<file path="config.mk">
export PLATFORM = sky130hd
export DESIGN_NAME = mdc_sermul
export DESIGN_NICKNAME = d
export VERILOG_FILES = /design/src/hw/rtl/modulated_delay_chorus_defines.svh /design/src/hw/rtl/mdc_sermul.sv
export SDC_FILE = /design/constraint.sdc
export NUM_CORES = 1
export LEC_CHECK = 0
export BUFFER_PORTS_ARGS = -buffer_cell sky130_fd_sc_hd__buf_2
export CAP_MARGIN = 30
export CORE_ASPECT_RATIO = 0.75
export CORE_MARGIN = 8
export CORE_UTILIZATION = 25
export CTS_BUF_LIST = sky130_fd_sc_hd__clkbuf_8
export CTS_CLUSTER_DIAMETER = 60
export DETAILED_ROUTE_END_ITERATION = 8
export GPL_ROUTABILITY_DRIVEN = 0
export PLACE_DENSITY_LB_ADDON = 0.2
export SLEW_MARGIN = 10
export SYNTH_ARGS = -nofsm -noshare
export SYNTH_HDL_FRONTEND = slang
export SYNTH_SLANG_ARGS = --single-unit
</file>
<file path="constraint.sdc">
create_clock -name clk -period 2.6 [get_ports clk]
set_input_delay 0.26 -clock clk [delete_from_list [all_inputs] [get_ports clk]]
set_output_delay 0.26 -clock clk [all_outputs]
set_load 0.005 [all_outputs]
</file>
<file path="src/hw/rtl/modulated_delay_chorus_defines.svh">
// assertion macros for the modulated delay chorus
`ifndef MODULATED_DELAY_CHORUS_DEFINES_SVH
`define MODULATED_DELAY_CHORUS_DEFINES_SVH

// same-cycle implication
`define MDC_ASSERT_NOW(lbl, ante, cons, msg) \
  lbl: assert property (@(posedge clk) disable iff (!rst_n) (ante) |-> (cons)) \
    else $error(msg);

// next-cycle implication
`define MDC_ASSERT_NEXT(lbl, ante, cons, msg) \
  lbl: assert property (@(posedge clk) disable iff (!rst_n) (ante) |=> (cons)) \
    else $error(msg);

`endif

</file>
<file path="src/hw/rtl/mdc_sermul.sv">
// bit-serial signed by unsigned multiplier, one multiplier bit per cycle
module mdc_sermul #(
  parameter int WA = 34,
  parameter int WB = 17
) (
  input  logic                clk,
  input  logic                rst_n,
  input  logic                start,
  input  logic [WA-1:0]       a,
  input  logic [WB-1:0]       b,
  output logic                busy,
  output logic [WA+WB-1:0]    prod
);

  localparam int CW = $clog2(WB + 1);

  logic [CW-1:0]    cnt_r;
  logic [WA-1:0]    a_r;
  logic [WB-1:0]    b_r;
  logic [WA+WB-1:0] p_r;
  logic [WA+WB-1:0] p_nxt;
  logic [WA-1:0]    upper;
  logic [WA:0]      sum;

  always_comb begin
    upper = p_r[WA+WB-1:WB];
    sum   = {upper[WA-1], upper} + (b_r[0] ? {a_r[WA-1], a_r} : '0);
    p_nxt = {sum, p_r[WB-1:1]};
  end

  always_ff @(posedge clk) begin
    if (!rst_n) begin
      cnt_r <= '0;
    end else if (start) begin
      cnt_r <= CW'(WB);
    end else if (cnt_r != '0) begin
      cnt_r <= cnt_r - 1'b1;
    end
  end

  always_ff @(posedge clk) begin
    if (start) begin
      a_r <= a;
      b_r <= b;
      p_r <= '0;
    end else if (cnt_r != '0) begin
      p_r <= p_nxt;
      b_r <= b_r >> 1;
    end
  end

  assign busy = (cnt_r != '0);
  assign prod = p_r;

endmodule
</file>
==> results of run 1 <==
[per-stage QoR]
stage               hold slack (ns)  setup TNS (ns)  std cells
floorplan                     0.359         -0.0251        557
global placement              0.436           -2.12       1005
detailed placement            0.438           -2.87       1005
CTS                          0.0125           -3.93       1037
global route                0.00292           -4.86       1040
finish                       0.0307           -2.41       1040
[worst register-to-register path, cell delays in order, from the launching register on]
cell and delay [ns]:
edfxtp_1 0.42, buf_12 0.17, buf_8 0.13, and2_4 0.14, ha_4 0.22, buf_6 0.12, o21ai_4 0.16, o21ai_4 0.10
a2111oi_4 0.35, buf_4 0.19, o31ai_4 0.09, a41oi_2 0.24, o21ai_2 0.08, xor2_1 0.15, a22o_1 0.19
[worst max-delay path by stage]
stage,endpoint,slack (ns),depth (start not counted)
global placement,prod[46],-0.23,12
global route,prod[47],-0.36,14
detailed placement,prod[46],-0.33,11
floorplan,prod[46],-0.03,13
finish,prod[47],-0.23,14
CTS,prod[46],-0.27,12
[state kept, by name, indices dropped and copies added, names as in the netlist]
signal  flops
b_r        17
a_r        34
cnt_r       5
prod       51
[cell families after synthesis]
| logic type | after synthesis |
|---|---|
| adders and majority gates | 36 |
| xor gates and xnor gates | 32 |
| muxes | 16 |
| buffers and inverters | 39 |
| and+or+nand+nor | 171 |
| AOI/OAI and AO/OA | 156 |
| DFF | 107 |
[layout by cell type, fill, tap and decap left out, types with 9 or more instances in the layout]
master	synthesis	routed
dfxtp_1	56	56
nor2_1	29	22
nor2_2	2	9
a21o_1	16	16
a22o_1	18	18
inv_1	15	15
buf_4	0	78
ha_4	0	19
nand2_1	67	64
and2_1	35	24
clkbuf_8	0	10
a21oi_1	63	51
a21oi_2	1	10
edfxtp_1	51	51
ha_1	35	14
and2_4	1	12
mux2_2	16	16
xnor2_1	25	24
buf_6	0	9
buf_2	2	104
[power groups by stage]
stage / Combinational [µW] / Sequential (µW) / Clock (µW)
3_5_place_dp: 2260 / 2280 / 0
2_1_floorplan: 1330 / 2240 / 0
3_3_place_gp: 2230 / 2280 / 0
6_report: 2620 / 2270 / 1110
4_1_cts: 2410 / 2250 / 1160
5_1_grt: 2890 / 2300 / 1230
[per-layer routing]
layer,track usage,up-vias,wire length (µm)
met2,0.182,98,7380
met1,0.164,2234,8280
met4,0.0293,0,199
li1,-,2363,-
met3,0.0330,14,937
met5,0,-,0
[timing repair]
item	in CTS	in global routing
pin swaps	26	48
endpoints found under the setup margin	21	28
gates resized for setup	33	63
setup buffers	16	10
[layout make-up]
class,count,area [µm²]
well taps,294,368
flip-flops and latches,107,2650
multi-input cells,411,3320
clock inverters,6,66.3
clock buffers,10,138
repair buffers,195,1280
inverters,17,63.8
fillers,2270,14200
[synth_stat cells, drive strengths merged, types with 3 or more instances]
cell | number | area, µm²
ha | 35 | 438
edfxtp | 51 | 1530
and3 | 6 | 42.5
mux2 | 16 | 180
inv | 17 | 63.8
nand3 | 5 | 25.0
nor2 | 31 | 121
o21ai | 19 | 98.9
nor3 | 5 | 25.0
xor2 | 7 | 61.3
dfxtp | 56 | 1120
xnor2 | 25 | 219
nand4 | 5 | 31.3
a21oi | 65 | 340
a211oi | 8 | 65.1
and2 | 36 | 228
or2 | 3 | 18.8
nand2 | 68 | 258
a22o | 18 | 158
or3 | 3 | 18.8
o21a | 3 | 22.5
nor2b | 5 | 31.3
clkbuf | 20 | 75.1
o21bai | 6 | 45.0
a21o | 16 | 120
o31ai | 3 | 27.5
==> results.txt, run 1 <==
* Library cells used by synthesis: 57
* Final max-slew violation count: 0
* Clock-pin slew reported for the worst setup and hold paths after clock tree synthesis: 0.12 ns
* Cells on worst reg2reg path: 14
- For this run, asynchronously set or reset flops after synthesis account for 0.
- Cell area power density: 760 nW/µm²
- Hpwl dp: 12100 µm
- The die is 189 µm wide.
- For this run, the slowest stage of the critical path takes 0.42 ns.
* Adder-cell share of the synthesized area: 0.0816
* Unrepaired setup endpoints after global routing: true
- The worst pin sits at a relative slew slack of 0.591.
- Combinational fraction of design power: 0.437
* Critical path origin: b_r[0]
* Largest net degree at the start of global routing: 44
* Critical setup path kind: flop to flop
- The number of antenna diodes in the final layout is 0.
- For the final database, setup skew stands at 0.0200 ns.
* Synthesized instance count: 557
* Cell at the root of the clock tree: clkbuf_8
* Cell-internal power: 3870 µW
- Post-DR vias/cell: 4.53
* Simple-gate area share of the yosys netlist: 0.148
- Fraction of synthesized area in multiplexers: 0.0321
- Net total in the final layout: 831
* Sinks on Clock Net: 107
* Number of global-route vias before repair: 4790
- After detailed routing, the total wire length is 16800 µm.
- Post-synthesis compound-gate area fraction: 0.190
- Xor and xnor fraction of the mapped netlist area: 0.0499
- Summed over all layers, the global routing overflow is 0.
* Worst Hold Path Cells: 1
- Critical path capture point type: flop
- The synthesized design contains 107 register bits.
- Final Hold Violating Endpoints: 0
- Wire length of the first global-routing pass: 26500 µm
- Post-Place Setup Slack: -0.330 ns
- Broken down by cell family, the worst path's largest delay share belongs to compound AO/OA/AOI/OAI gates.
* Floorplan core area: 22100 µm²
- Slew of the pin with the lowest slew margin: 0.614 ns
- Data required time at the worst endpoint: 2.90 ns
- DRC violations left: 0
- Slack of the worst reg-to-reg path: -0.23 ns
* Endpoint of the worst hold path: a_r[31]
- Element type at the critical path start: flop
- When the netlist entered floorplanning its net count stood at 647.
* Overall power: 6000 µW
- Once layout is complete, the utilization of the core stands at 0.358.
- In this run the mean area of a mapped cell was 10.1 µm².
- The tool flagged a number of max-cap violations equal to 0.
- Setup violations remaining at the end of the flow were counted as 17.
- Counting along the longest clock path gives a buffer depth of 2.
- Warning count from the yosys run: 0
- Clock network fraction of design power: 0.185
* Crit-path max FO: 6
* Run status: complete, but fails checks
* Fraction of the cycle the final worst path needs: 1.09
- TritonCTS clock tree: done
* Die Y-Extent: 146 µm
- Primary FF master, synth: dfxtp_1
- Main combinational cell family by area after synthesis: compound AO/OA/AOI/OAI gates
- The floorplan step defined a die boundary enclosing 27600 µm².
- Setup slack on the critical path of the routed design comes to -0.230 ns.
- The initial antenna violation count is 0.
* Total via count after detailed routing: 4709
- The clock reaches the later pin of the worst-skew pair after 0.40 ns.
* Sequential power share: 0.378
- Syn-to-layout area delta: 40.5%
- The worst-case IR drop observed on VDD is 0.216 mV.
* Total number of H-tree levels: 3
- For this design the total switching power over the nets is 2130 µW.
- The first detailed-routing pass ran for 4 iterations.
* Number of buffer cells added on primary ports: 105
* Static Leakage: 0.00334 µW
- Share of layout cells above drive strength 1: 0.426
- TritonCTS buffer count: 9
- Based on the critical path, the design can be clocked at up to 353 MHz.
* Failing checks: negative setup slack
* Post-synth EDFFs: 51
- Reg-to-Reg Start: b_r[0]
- Post-detailed-route count of antenna-violating nets: 0
- At the worst endpoint, the arrival time is 3.13 ns.
- After the first detailed-routing iteration, the DRC count stood at 231.
- In the global route stage, overall resource usage came out at 0.119.
- Among all stages on the critical path, the largest delay is contributed by edfxtp_1.
- Sw Share: 0.355
- Critical path's most frequent cell: o21ai_4
* Hold Path Class: input pin to flop
* Hold Startpoint: a[31]
- For this run, the register share of the synthesized area comes to 0.472.
- The smallest clock period supported by the final layout is computed as 2.83 ns.
- Worst path cell trace: buf_12 -> buf_8 -> and2_4 -> ha_4 -> buf_6 -> o21ai_4 -> o21ai_4 -> a2111oi_4 -> buf_4 -> o31ai_4 -> a41oi_2 -> o21ai_2 -> xor2_1 -> a22o_1
* Number of top-level pins: 106
* Syn Std Cell Area: 5610 µm²
- Post-detailed-placement cell area: 7080 µm²
* Reg-to-Reg End: prod[47]
* Total of hold buffers inserted after clock tree synthesis: 0
* Std-Cell Rows: 47
* Initial core utilization: 0.255
- Sum of buffers and inverters on the critical path: 4
* Final routed wire length divided by cell count: 16.2 µm
* Finished Cell Area: 7890 µm²
(Power assumes the default switching activity.)
==> inputs of run 2 (changes only) <==
CORE_UTILIZATION = 40   (was 25)
==> run 2 against run 1 <==
  * Die area decreased by 34%
  * The run still ends with negative setup slack left
  * Setup slack gained 0.018 ns
  * Total power is 4.1% lower
  * Largest power group unchanged
  * Sequential cell count unchanged
  * Non-clock buffer count decreased by 22
  * Cell area decreased by 5.4%
  * Count of clock-buffer cells in the layout is 1 lower
  * Clock power is 4% lower
  * Via count fell by 1.6%
  * Register-to-register slack improved by 0.02 ns
==> results.txt, run 2 (synthesized netlist as in run 1, its figures left out) <==
- Entering global routing, the biggest net connects 38 pins.
- After the first detailed-routing iteration, the DRC count stood at 357.
- Dividing the detail-routed wire length by the instance count gives 16.6 µm.
* Post-DR vias/cell: 5.15
- The number of max-slew violations in the final report was 0.
* Clock-pin slew reported for the worst setup and hold paths after clock tree synthesis: 0.11 ns
* Static Leakage: 0.00318 µW
- Slew of the pin with the lowest slew margin: 0.744 ns
* Number of global-route vias before repair: 4894
- For this design the total switching power over the nets is 2040 µW.
- Share of layout cells above drive strength 1: 0.396
- The critical path contains buffers and inverters numbering 3 combined.
* Hold Path Class: input pin to flop
* TritonCTS clock tree: done
* Slowest library cell on the worst path: edfxtp_1
- Final WL: 15000 µm
- The count of nets left with antenna violations once routing finished came out at 0.
- Detailed placement ended at an HPWL of 10600 µm.
- Relative to the synthesized area, the layout overhead comes to 32.9%.
- After floorplanning, the core was divided into 37 placement rows.
- Clock skew on the completed layout was measured at 0.0150 ns.
- For this run, design rule violations remaining after detail routing come to 0.
* Most frequent cells in the layout: buf_2 (104), nand2_1 (66), buf_4 (64)
- Broken down by cell family, the worst path's largest delay share belongs to compound AO/OA/AOI/OAI gates.
* Worst supply voltage drop on vdd: 0.349 mV
- The number of clock buffers added by TritonCTS is 9.
* Net total in the final layout: 809
- Critical path origin: b_r[0]
* Slack of the worst reg-to-reg path: -0.21 ns
* Cell area power density: 770 nW/µm²
- Buffers inserted to repair hold after CTS numbered 0.
* Seq. cell area: 2650 µm²
* Floorplan core area: 13700 µm²
- Stage delay of the slowest cell on the critical path: 0.51 ns
- The worst path in the final design needs a cycle of 2.81 ns, including I/O delays and setup.
- Cells on worst reg2reg path: 12
* Number of logic stages on the critical path including buffering: 12
- The first global-routing pass estimated 24600 µm of wire.
- The final reports fail on negative setup slack.
- Setup-violating endpoint count in the final report: 19
* Sinks on Clock Net: 107
- DIE WIDTH: 153 µm
- The signal on the critical path passes through buf_6 -> and2_4 -> ha_4 -> a21o_1 -> a21o_1 -> a221oi_4 -> nand2_2 -> buf_4 -> buf_4 -> a311oi_2 -> xnor2_1 -> a22o_1.
* N_diodes: 0
* Cell-internal power: 3710 µW
- Run status: complete, but fails checks
- The worst register-to-register path ends at prod[40].
- Die area: 18100 µm²
* Fraction of the cycle the final worst path needs: 1.08
- The multi-input combinational cells in the finished layout cover a total of 3270 µm².
- Leaving out fill and tap cells, the most frequent cell in the layout is buf_2.
- Upper clock frequency limit: 356 MHz
- Total number of H-tree levels: 3
* Cell at the root of the clock tree: clkbuf_8
* Combinational fraction of design power: 0.420
- Combined global-route utilization of all metal layers: 0.164
- Number of top-level pins: 106
- Timing endpoint of the critical path: prod[40]
- The worst setup path is launched from a flop.
- Number of violations of the max-capacitance limit: 0
* Clock network fraction of design power: 0.186
- Reg-to-Reg Start: b_r[0]
- Setup total negative slack on the finished layout was measured at -2.12 ns.
- Flip-flop count of the largest register, all copies and words added: 51
- Summing over every cut layer, the via total after detailed routing is 4634.
* Least setup slack across all paths after layout: -0.212 ns
- The initial antenna violation count came to 0.
- Critical path arrival: 3.10 ns
* Hold Startpoint: a[24]
* Overall power: 5750 µW
- For this run the aggregate overflow at the end of global routing stands at 0.
* Number of buffer cells added on primary ports: 105
* DRT Pass-1 Iters: 5
* Critical path capture point type: flop
- Final Hold Violating Endpoints: 0
- Die Y-Extent: 119 µm
- For this configuration, the core starts out at a cell density of 0.410.
- For the worst setup path, the data required time is 2.89 ns.
- Sequential power share: 0.394
- Critical setup path kind: flop to flop
- Setup repair after global routing could not meet its margin everywhere.
- Of the total power, the share spent switching nets is 0.354.
- Along the worst path, the maximum fanout reaches 5.
- Fill cell count: 1198
* Worst slew margin: 0.502
- The later pin in the worst-skew pair is clocked with a latency of 0.38 ns.
- Counting along the longest clock path gives a buffer depth of 2.
[run 2: changes by cell type in the layout (fill, tap and decap cells not counted), moves of 2 or more]
cell	delta
buf_8	-2
nand2_1	+2
buf_12	-2
nor2_2	-3
nor2_1	+3
and2_4	-3
and2_1	+3
o21ai_1	+2
o21ai_4	-2
buf_4	-14
buf_6	-4
[run 2: layout make-up]
class | count | area share
Inverter | 17 | 0.00855
Sequential cell | 107 | 0.355
Tap cell | 175 | 0.0293
Timing Repair Buffer | 173 | 0.142
Clock inverter | 7 | 0.0101
Clock buffer | 9 | 0.0166
Multi-Input combinational cell | 411 | 0.438
[run 2: what timing repair did]
item / 4_1_cts / 5_1_grt
pin swaps: 19 / 17
gates cloned: 2 / 0
resized for setup: 42 / 36
setup buffers: 6 / 5
setup endpoints to repair: 23 / 25
[run 2: through the flow]
step                      instance area (µm²)  std cells  hold WS (ns)  setup WS (ns)  utilization
after CTS                                7250        896        0.0262         -0.195        0.529
after global routing                     7460        899        0.0117         -0.350        0.545
after detailed placement                 6810        873         0.438         -0.341        0.497
final                                    7460        899        0.0462         -0.212        0.545
after global placement                   6810        873         0.436         -0.179        0.497
after floorplan                          5710        557         0.359        -0.0251            -
[run 2: worst min path at each step]
| stage | to | slack (ns) | cells after the start |
|---|---|---|---|
| after floorplan | a_r[0] | 0.36 | 0 |
| after global placement | a_r[25] | 0.44 | 1 |
| after detailed placement | a_r[26] | 0.44 | 1 |
| after CTS | a_r[29] | 0.03 | 1 |
| after global routing | a_r[25] | 0.01 | 1 |
| final | a_r[24] | 0.05 | 1 |
[run 2: per-layer routing]
| layer | global-route usage | up-vias | routed length (µm) | share of wire |
|---|---|---|---|---|
| li1 | - | 2325 | - | - |
| met1 | 0.215 | 2191 | 7340 | 0.49 |
| met2 | 0.260 | 105 | 6850 | 0.46 |
| met3 | 0.0448 | 13 | 600 | 0.040 |
| met4 | 0.0438 | 0 | 163 | 0.011 |
| met5 | 0 | - | 0 | 0 |
[run 2: worst register-to-register path, delay by kind of cell (launching register included)]
| kind | cells | cell delay [ns] |
|---|---|---|
| compound gates | 5 | 1.14 |
| xor+xnor | 1 | 0.11 |
| fa+ha+maj | 1 | 0.21 |
| buf+inv | 3 | 0.46 |
| flops | 1 | 0.51 |
| simple gates | 2 | 0.27 |
[run 2: power groups by stage]
stage	Clock (µW)	Sequential, µW	Combinational [µW]
floorplan	0	2240	1330
global placement	0	2260	2100
detailed placement	0	2270	2130
CTS	1090	2250	2290
global route	1170	2310	2670
finish	1070	2260	2420
